===== config.mk =====
export PLATFORM = sky130hd
export DESIGN_NAME = gf2_matrix_multiply
export DESIGN_NICKNAME = d
export VERILOG_FILES = /design/src/rtl/gmm_pkg.sv /design/src/rtl/gf2_matrix_multiply.sv /design/src/rtl/gmm_ram.sv /design/src/rtl/gmm_front.sv /design/src/rtl/gmm_queue.sv /design/src/rtl/gmm_back.sv
export SDC_FILE = /design/constraint.sdc
export NUM_CORES = 2
export LEC_CHECK = 0
export ABC_AREA = 1
export BUFFER_PORTS_ARGS = -buffer_cell sky130_fd_sc_hd__buf_2
export CORE_MARGIN = 3
export CORE_UTILIZATION = 50
export CTS_CLUSTER_DIAMETER = 30
export CTS_CLUSTER_SIZE = 25
export DETAILED_ROUTE_END_ITERATION = 10
export PLACE_DENSITY = 0.68
export RECOVER_POWER = 100
export SYNTH_ARGS = -nofsm -noshare
export SYNTH_HDL_FRONTEND = slang
export SYNTH_SLANG_ARGS = --single-unit

===== constraint.sdc =====
create_clock -name clk -period 3.88 [get_ports clk]
set_clock_uncertainty 0.05 [all_clocks]
set_input_delay 0.582 -clock clk [delete_from_list [all_inputs] [get_ports clk]]
set_output_delay 0.582 -clock clk [all_outputs]
set_load 0.02 [all_outputs]

===== src/rtl/gmm_pkg.sv =====
`timescale 1ns / 1ps

package gmm_pkg;

	localparam int FIELD_W  = 32;
	localparam int ROWNUM_W = 5;

	// one loaded row pair, classified by the front end
	typedef struct packed {
		logic               last;
		logic [FIELD_W-1:0] first_row;
		logic [FIELD_W-1:0] second_row;
	} gmm_item_t;

	// head of the request queue as seen by the back end
	typedef struct packed {
		logic      valid;
		gmm_item_t item;
	} gmm_req_t;

endpackage


===== src/rtl/gf2_matrix_multiply.sv =====
`timescale 1ns / 1ps
// after the last row pair of a run is taken, the sequencer enters its emit state, and the
// first product row passes the first-matrix memory read and the product register; the rest
// follow one per cycle, read through the single read port of the first-matrix memory
// busy rises only when the two-entry request queue is full
// reset clears the row counters, queue and sequencer; the row stores keep old contents
// the receiver cannot stall: each product row is valid for exactly one strobe cycle

module gf2_matrix_multiply #(
	parameter int DIM = 32
) (
	input  logic                          clk,
	input  logic                          arst_n,
	input  logic                          start,
	output logic                          busy,
	input  logic [gmm_pkg::FIELD_W-1:0]   first_row,
	input  logic [gmm_pkg::FIELD_W-1:0]   second_row,
	output logic                          strobe,
	output logic [gmm_pkg::FIELD_W-1:0]   product_row,
	output logic [gmm_pkg::ROWNUM_W-1:0]  row_number,
	output logic                          last_row
);

	logic               push;
	logic               full;
	logic               pop;
	gmm_pkg::gmm_item_t push_item;
	gmm_pkg::gmm_req_t  head;

	assign busy = full;

	gmm_front #(
		.DIM(DIM)
	) u_front (
		.clk       (clk),
		.arst_n    (arst_n),
		.start     (start),
		.full      (full),
		.first_row (first_row),
		.second_row(second_row),
		.push      (push),
		.push_item (push_item)
	);

	gmm_queue u_queue (
		.clk      (clk),
		.arst_n   (arst_n),
		.push     (push),
		.push_item(push_item),
		.pop      (pop),
		.full     (full),
		.head     (head)
	);

	gmm_back #(
		.DIM(DIM)
	) u_back (
		.clk        (clk),
		.arst_n     (arst_n),
		.head       (head),
		.pop        (pop),
		.strobe     (strobe),
		.product_row(product_row),
		.row_number (row_number),
		.last_row   (last_row)
	);

endmodule


===== src/rtl/gmm_ram.sv =====
`timescale 1ns / 1ps

module gmm_ram #(
	parameter int WIDTH = 32,
	parameter int DEPTH = 32
) (
	input  logic                     clk,
	input  logic                     we,
	input  logic [$clog2(DEPTH)-1:0] waddr,
	input  logic [WIDTH-1:0]         wdata,
	input  logic                     re,
	input  logic [$clog2(DEPTH)-1:0] raddr,
	output logic [WIDTH-1:0]         rdata
);

	logic [WIDTH-1:0] mem_q [DEPTH];

	always_ff @(posedge clk) begin
		if (we) begin
			mem_q[waddr] <= wdata;
		end
		if (re) begin
			rdata <= mem_q[raddr];
		end
	end

endmodule


===== src/rtl/gmm_front.sv =====
`timescale 1ns / 1ps

module gmm_front #(
	parameter int DIM = 32
) (
	input  logic                              clk,
	input  logic                              arst_n,
	input  logic                              start,
	input  logic                              full,
	input  logic [gmm_pkg::FIELD_W-1:0]       first_row,
	input  logic [gmm_pkg::FIELD_W-1:0]       second_row,
	output logic                              push,
	output gmm_pkg::gmm_item_t                push_item
);

	localparam int CW = $clog2(DIM);

	logic [CW-1:0] load_count_q;
	logic          is_last;

	assign push    = start & ~full;
	assign is_last = (load_count_q == CW'(DIM - 1));

	always_comb begin
		push_item.last       = is_last;
		push_item.first_row  = first_row;
		push_item.second_row = second_row;
	end

	always_ff @(posedge clk or negedge arst_n) begin
		if (!arst_n) begin
			load_count_q <= '0;
		end else if (push) begin
			load_count_q <= is_last ? '0 : load_count_q + CW'(1);
		end
	end

endmodule


===== src/rtl/gmm_queue.sv =====
`timescale 1ns / 1ps

module gmm_queue (
	input  logic                clk,
	input  logic                arst_n,
	input  logic                push,
	input  gmm_pkg::gmm_item_t  push_item,
	input  logic                pop,
	output logic                full,
	output gmm_pkg::gmm_req_t   head
);

	gmm_pkg::gmm_item_t ent_q [2];
	logic               wr_ptr_q;
	logic               rd_ptr_q;
	logic [1:0]         count_q;
	logic               do_pop;

	assign full       = (count_q == 2'd2);
	assign head.valid = (count_q != 2'd0);
	assign head.item  = ent_q[rd_ptr_q];
	assign do_pop     = pop & head.valid;

	always_ff @(posedge clk) begin
		if (push) begin
			ent_q[wr_ptr_q] <= push_item;
		end
	end

	always_ff @(posedge clk or negedge arst_n) begin
		if (!arst_n) begin
			wr_ptr_q <= 1'b0;
			rd_ptr_q <= 1'b0;
			count_q  <= 2'd0;
		end else begin
			if (push) begin
				wr_ptr_q <= ~wr_ptr_q;
			end
			if (do_pop) begin
				rd_ptr_q <= ~rd_ptr_q;
			end
			unique case ({push, do_pop})
				2'b10:   count_q <= count_q + 2'd1;
				2'b01:   count_q <= count_q - 2'd1;
				default: count_q <= count_q;
			endcase
		end
	end

endmodule


===== src/rtl/gmm_back.sv =====
`timescale 1ns / 1ps

module gmm_back #(
	parameter int DIM = 32
) (
	input  logic                               clk,
	input  logic                               arst_n,
	input  gmm_pkg::gmm_req_t                  head,
	output logic                               pop,
	output logic                               strobe,
	output logic [gmm_pkg::FIELD_W-1:0]        product_row,
	output logic [gmm_pkg::ROWNUM_W-1:0]       row_number,
	output logic                               last_row
);

	localparam int AW   = $clog2(DIM);
	localparam int SDIM = (DIM < gmm_pkg::FIELD_W) ? DIM : gmm_pkg::FIELD_W;
	localparam logic [gmm_pkg::FIELD_W-1:0] COL_MASK =
		(DIM >= gmm_pkg::FIELD_W) ? {gmm_pkg::FIELD_W{1'b1}} :
		((gmm_pkg::FIELD_W'(1) << DIM) - gmm_pkg::FIELD_W'(1));

	typedef enum logic [2:0] {
		ST_LOAD  = 3'b001,
		ST_EMIT  = 3'b010,
		ST_DRAIN = 3'b100
	} state_t;

	state_t                      state_q;
	logic [AW-1:0]               wr_idx_q;
	logic [AW-1:0]               rd_idx_q;
	logic [AW-1:0]               idx_s1;
	logic                        valid_s1;
	logic                        rd_en;
	logic                        do_pop;
	logic [gmm_pkg::FIELD_W-1:0] first_rd;
	logic [gmm_pkg::FIELD_W-1:0] second_q [SDIM];
	logic [gmm_pkg::FIELD_W-1:0] prod_next;

	logic                          strobe_q;
	logic [gmm_pkg::FIELD_W-1:0]   product_q;
	logic [gmm_pkg::ROWNUM_W-1:0]  row_q;
	logic                          last_q;

	// stores are only written between runs, so reads never race a write
	assign pop    = (state_q == ST_LOAD);
	assign do_pop = pop & head.valid;
	assign rd_en  = (state_q == ST_EMIT);

	gmm_ram #(
		.WIDTH(gmm_pkg::FIELD_W),
		.DEPTH(DIM)
	) u_first_ram (
		.clk  (clk),
		.we   (do_pop),
		.waddr(wr_idx_q),
		.wdata(head.item.first_row),
		.re   (rd_en),
		.raddr(rd_idx_q),
		.rdata(first_rd)
	);

	// only the low rows of the second matrix can be selected
	always_ff @(posedge clk) begin
		for (int j = 0; j < SDIM; j++) begin
			if (do_pop && wr_idx_q == AW'(j)) begin
				second_q[j] <= head.item.second_row;
			end
		end
	end

	always_comb begin
		logic [gmm_pkg::FIELD_W-1:0] acc;
		acc = '0;
		for (int k = 0; k < SDIM; k++) begin
			if (first_rd[k]) begin
				acc = acc ^ second_q[k];
			end
		end
		prod_next = acc & COL_MASK;
	end

	always_ff @(posedge clk or negedge arst_n) begin
		if (!arst_n) begin
			state_q  <= ST_LOAD;
			wr_idx_q <= '0;
			rd_idx_q <= '0;
			valid_s1 <= 1'b0;
		end else begin
			valid_s1 <= rd_en;
			unique case (state_q)
				ST_LOAD: begin
					if (do_pop) begin
						if (head.item.last) begin
							wr_idx_q <= '0;
							rd_idx_q <= '0;
							state_q  <= ST_EMIT;
						end else begin
							wr_idx_q <= wr_idx_q + AW'(1);
						end
					end
				end
				ST_EMIT: begin
					if (rd_idx_q == AW'(DIM - 1)) begin
						state_q <= ST_DRAIN;
					end else begin
						rd_idx_q <= rd_idx_q + AW'(1);
					end
				end
				ST_DRAIN: begin
					state_q <= ST_LOAD;
				end
				default: begin
					state_q <= ST_LOAD;
				end
			endcase
		end
	end

	always_ff @(posedge clk) begin
		if (rd_en) begin
			idx_s1 <= rd_idx_q;
		end
		product_q <= prod_next;
		row_q     <= gmm_pkg::ROWNUM_W'(idx_s1);
		last_q    <= (idx_s1 == AW'(DIM - 1));
	end

	always_ff @(posedge clk or negedge arst_n) begin
		if (!arst_n) begin
			strobe_q <= 1'b0;
		end else begin
			strobe_q <= valid_s1;
		end
	end

	assign strobe      = strobe_q;
	assign product_row = product_q;
	assign row_number  = row_q;
	assign last_row    = last_q & strobe_q;

endmodule


==> results by stage <==
Setup path:
- The data required time at the worst endpoint is 4.40 ns.
- The critical path is of the flip-flop to flip-flop type.
- In this run the register-to-register setup slack is 0.38 ns.
- Of all nets on the critical path, the largest fanout is 24.
- For the worst flop-to-flop path, the logic depth is 7.
- The worst setup path is launched from a flip-flop.
- The worst setup path is captured at a flip-flop.
- The endpoint identified for the worst register-to-register timing path is u_back.u_first_ram.mem_q[21][16].
- The data arrival time at the worst-slack endpoint is 4.02 ns.
- The reg-to-reg startpoint is u_back.state_q[0].

Yosys:
- The count of yosys warnings during synthesis is 0.
- Summed over its instances, the top area cell type makes up 70.7% of the synthesized netlist area.
- Yosys mapped the design onto 42 distinct sky130hd cell types.
- After synthesis, the cell types taking the most area are sky130_fd_sc_hd__edfxtp_1 (71%), sky130_fd_sc_hd__nand2_1 (7.7%), sky130_fd_sc_hd__xnor2_1 (4.5%), sky130_fd_sc_hd__o21ai_0 (2.8%), sky130_fd_sc_hd__xor2_1 (2.7%).
- Yosys mapped a number of flops with a built-in enable equal to 2215.
- The synthesized area is 0.0940 sq mm.
- After technology mapping, the gate count stands at 7429.
- Sequential elements use 72.2% of the synthesized area.
- Each instance of the synthesized netlist takes up on average 12.7 sq um.
- The biggest area contributor in the post-synthesis netlist is sky130_fd_sc_hd__edfxtp_1.
- In the synthesized netlist the async set-or-reset flop fraction comes to 1.05%.
- Counting flops and latches in the post-synthesis netlist gives 2277.
- In the synthesized netlist the dominant register cell turns out to be sky130_fd_sc_hd__edfxtp_1.
- The total nets after synthesis is 7507.

Route:
- The via density per instance is 5.60.
- The routed length per instance is 24.4 um.
- The initial detailed-routing violation count is 6867.
- After detailed routing, the number of remaining DRC violations is 1.
- The routed wire length is 263000 um.
- The via count is 60348.
- In this run the remaining antenna-violating nets after routing total 0.
- For this run, the detailed router's first-pass iteration total came to 9.

STA:
- The max-slew violation count came to 96.
- Setup repair after global routing left no endpoint under its margin.
- The worst pin sits at a relative slew slack of -31.0%.
- The accumulated negative setup slack is 0 ns.
- The period utilization is 90.2%.
- The final-report hold violation count is 0.
- Derived from the worst setup path, the maximum achievable clock frequency is 0.286 GHz.
- The tightest hold margin is 0.311 ns.
- The final setup violation count is 0.
- The worst path in the final design needs a cycle of 3.50 ns, including I/O delays and setup.
- For the pin with the worst max-slew slack, the measured transition is 1.96 ns.

Finish:
- The number of nets in the layout is 8010.
- The finished cells cover 0.114 sq mm.
- Leaving out fill and tap cells, the most frequent cells in the layout are sky130_fd_sc_hd__edfxtp_1 (2215), sky130_fd_sc_hd__nand2_1 (1928), sky130_fd_sc_hd__nor2_1 (564).
- After filler insertion, the fill cell instance count of the layout stands at 13683.
- The post-route core utilization is 61.2%.
- Relative to the synthesized area, the layout overhead comes to 21.2%.
- The post-route netlist has 12.2% of its cells at a drive strength greater than 1.
- The library cell used most frequently in the layout, excluding fill and tap cells, is sky130_fd_sc_hd__edfxtp_1.

Die:
- Row generation in the floorplan step produced 158 rows.
- The die footprint is 0.193 sq mm.
- The floorplan step defined a core boundary enclosing 0.186 sq mm.
- The die boundary height is 440 um.
- For this design the top-level I/O count stands at 107.
- The initial utilization of the core area, before any placement, comes to 50.5%.
- The horizontal die dimension is 440 um.

Global route:
- The number of antenna violations at the first check in global routing is 6.
- Entering global routing, the biggest net connects 143 pins.
- The global-route usage over all layers is 26.9%.
- The via count of the first global-routing pass is 59489.
- The wire length of the first global-routing pass is 382000 um.
- The total congestion overflow is 0.

Hold path:
- The tightest min-delay check is of the flip-flop to flip-flop type.
- The startpoint identified for the worst hold timing path is u_back.valid_s1.
- The instance count along the most critical hold path is 0.
- For hold timing, the worst endpoint is u_back.strobe.

Status:
- The checks that failed: design-rule violations, max-capacitance violations, max-slew violations.
- The flow ran to the end, but the final reports show violations.

Clock network:
- The hold buffer count at CTS is 65.
- The CTS buffer count is 435.
- Clock latency on the worst-skew pair, taken at its later pin, is 0.96 ns.
- Post-CTS repair changed the size of 0 cells.
- The H-tree generated during clock tree synthesis spans 5 levels.
- The tree built by TritonCTS fans out to 2277 sinks.
- The cell sitting at the root of the clock tree is a sky130_fd_sc_hd__clkbuf_16.
- Clock-pin slew was measured on the worst setup and hold paths at 0.06 ns.
- No sink is reached through more buffers than the 4 on the longest clock path.
- TritonCTS built the clock tree.
- After clock tree synthesis, the setup repair step added 0 buffers.

Place:
- In this run the cell area measured after placement is 0.0991 sq mm.
- The congestion estimate from routability-driven global placement came to 0.839.
- Input and output buffers added on the ports amount to 106.
- The total half-perimeter wirelength after legalization and detailed placement is 147000 um.

Power and ir drop:
- The power density relative to cell area is 845 mW/mm^2.
- For this design the static power due to leakage is 41.4 nW.
- The maximum vdd ir drop is 645 uV.
- The sum of internal, switching and leakage power is 96.4 mW.

Run:
- The total of max-cap violations is 3.
synth_stat cells (2+ instances only):
library cell / instances
sky130_fd_sc_hd__a21oi_1: 10
sky130_fd_sc_hd__buf_1: 9
sky130_fd_sc_hd__buf_2: 87
sky130_fd_sc_hd__buf_4: 38
sky130_fd_sc_hd__buf_6: 10
sky130_fd_sc_hd__clkbuf_1: 195
sky130_fd_sc_hd__clkinv_1: 2
sky130_fd_sc_hd__dfrtp_1: 23
sky130_fd_sc_hd__dfxtp_1: 38
sky130_fd_sc_hd__edfxtp_1: 2215
sky130_fd_sc_hd__ha_1: 11
sky130_fd_sc_hd__inv_1: 321
sky130_fd_sc_hd__inv_2: 2
sky130_fd_sc_hd__nand2_1: 1930
sky130_fd_sc_hd__nand2b_1: 5
sky130_fd_sc_hd__nand3_1: 194
sky130_fd_sc_hd__nand3b_1: 49
sky130_fd_sc_hd__nand4_1: 35
sky130_fd_sc_hd__nor2_1: 598
sky130_fd_sc_hd__nor3_1: 5
sky130_fd_sc_hd__nor3b_1: 2
sky130_fd_sc_hd__o211ai_1: 25
sky130_fd_sc_hd__o21ai_0: 529
sky130_fd_sc_hd__o21ai_1: 31
sky130_fd_sc_hd__o221ai_1: 103
sky130_fd_sc_hd__o22ai_1: 154
sky130_fd_sc_hd__or2_0: 2
sky130_fd_sc_hd__or2_1: 10
sky130_fd_sc_hd__or2_2: 4
sky130_fd_sc_hd__xnor2_1: 481
sky130_fd_sc_hd__xnor2_2: 12
sky130_fd_sc_hd__xnor3_1: 4
sky130_fd_sc_hd__xor2_1: 286
worst max path at each step:
stage	end	cells past startpoint	from	slack (ns)
detailed placement	u_back.u_first_ram.mem_q[26][20]	8	u_back.state_q[0]	0.64
global route	u_back.second_q[0][365]	5	u_queue.rd_ptr_q	0.26
global placement	u_back.u_first_ram.mem_q[26][20]	8	u_back.state_q[0]	0.59
floorplan	u_back.second_q[0][0]	7	u_back.state_q[0]	0.60
finish	u_back.u_first_ram.mem_q[21][16]	7	u_back.state_q[0]	0.38
CTS	u_back.u_first_ram.mem_q[26][28]	8	u_back.state_q[0]	0.62
logic make-up (layout without fill, tap and decap cells):
kind of cell | count (synthesis) | in the layout | share of synthesized area (%)
and+or+nand+nor | 2838 | 2838 | 12.0
DFF | 2277 | 2277 | 72.2
AOI/OAI and AO/OA | 854 | 854 | 5.23
xor gates and xnor gates | 783 | 783 | 7.45
buffers and inverters | 665 | 1522 | 3.00
adders and majority gates | 11 | 11 | 0.146
muxes | 1 | 1 | 0.0106
other | 0 | 2 | 0
layout make-up:
type	instances	area, sq um	share of cell area [%]
diodes	2	5.00	0.00439
inverters	326	1240	1.09
clock buffers	475	11100	9.78
multi-input cells	4487	23600	20.7
flip-flops and latches	2277	67900	59.6
repair buffers	405	3270	2.87
clock inverters	316	3750	3.29
well taps	2480	3100	2.72
per-layer routing:
layer  wire length [um]  track usage, %
met5                 13               0
met1              98400            34.1
met4              12200            12.3
met2             128000            44.6
met3              24200            5.46
stage by stage:
step | setup WS [ns] | cells
after CTS | 0.623 | 10766
after global routing | 0.256 | 10767
after global placement | 0.585 | 9910
after floorplan | 0.601 | 7429
after detailed placement | 0.643 | 9910
final | 0.379 | 10768
flip-flops by register name, summed over array words and instances, names as in the netlist:
name                      count
u_queue.ent_q               130
u_back.row_number             5
u_back.last_q                 1
u_back.rd_idx_q               5
u_back.second_q            1024
u_back.state_q                3
u_back.product_row           32
u_back.strobe                 1
u_back.u_first_ram.mem_q   1024
u_back.idx_s1                 5
u_queue.count_q               2
u_queue.rd_ptr_q              1
u_back.valid_s1               1
u_back.wr_idx_q               5
u_front.load_count_q          5
u_back.u_first_ram.rdata     32
u_queue.wr_ptr_q              1
power by group:
part	total [mW]	leakage [nW]	switching (mW)	internal [mW]
combinational	25.3	13.5	18.4	6.82
clock	37.8	7.15	12.7	25.1
sequential	33.3	20.7	0.822	32.5
total	96.4	41.4	32.0	64.4
critical path: stages (launching register included):
cell and delay, ns:
sky130_fd_sc_hd__dfstp_2 0.53, sky130_fd_sc_hd__inv_1 0.05, sky130_fd_sc_hd__nor3_1 0.19, sky130_fd_sc_hd__inv_1 0.10, sky130_fd_sc_hd__nor2_1 0.49, sky130_fd_sc_hd__nand2_4 0.51, sky130_fd_sc_hd__nor2_4 0.65, sky130_fd_sc_hd__clkbuf_1 0.55
No activity file was read; power rests on OpenSTA's default activity.
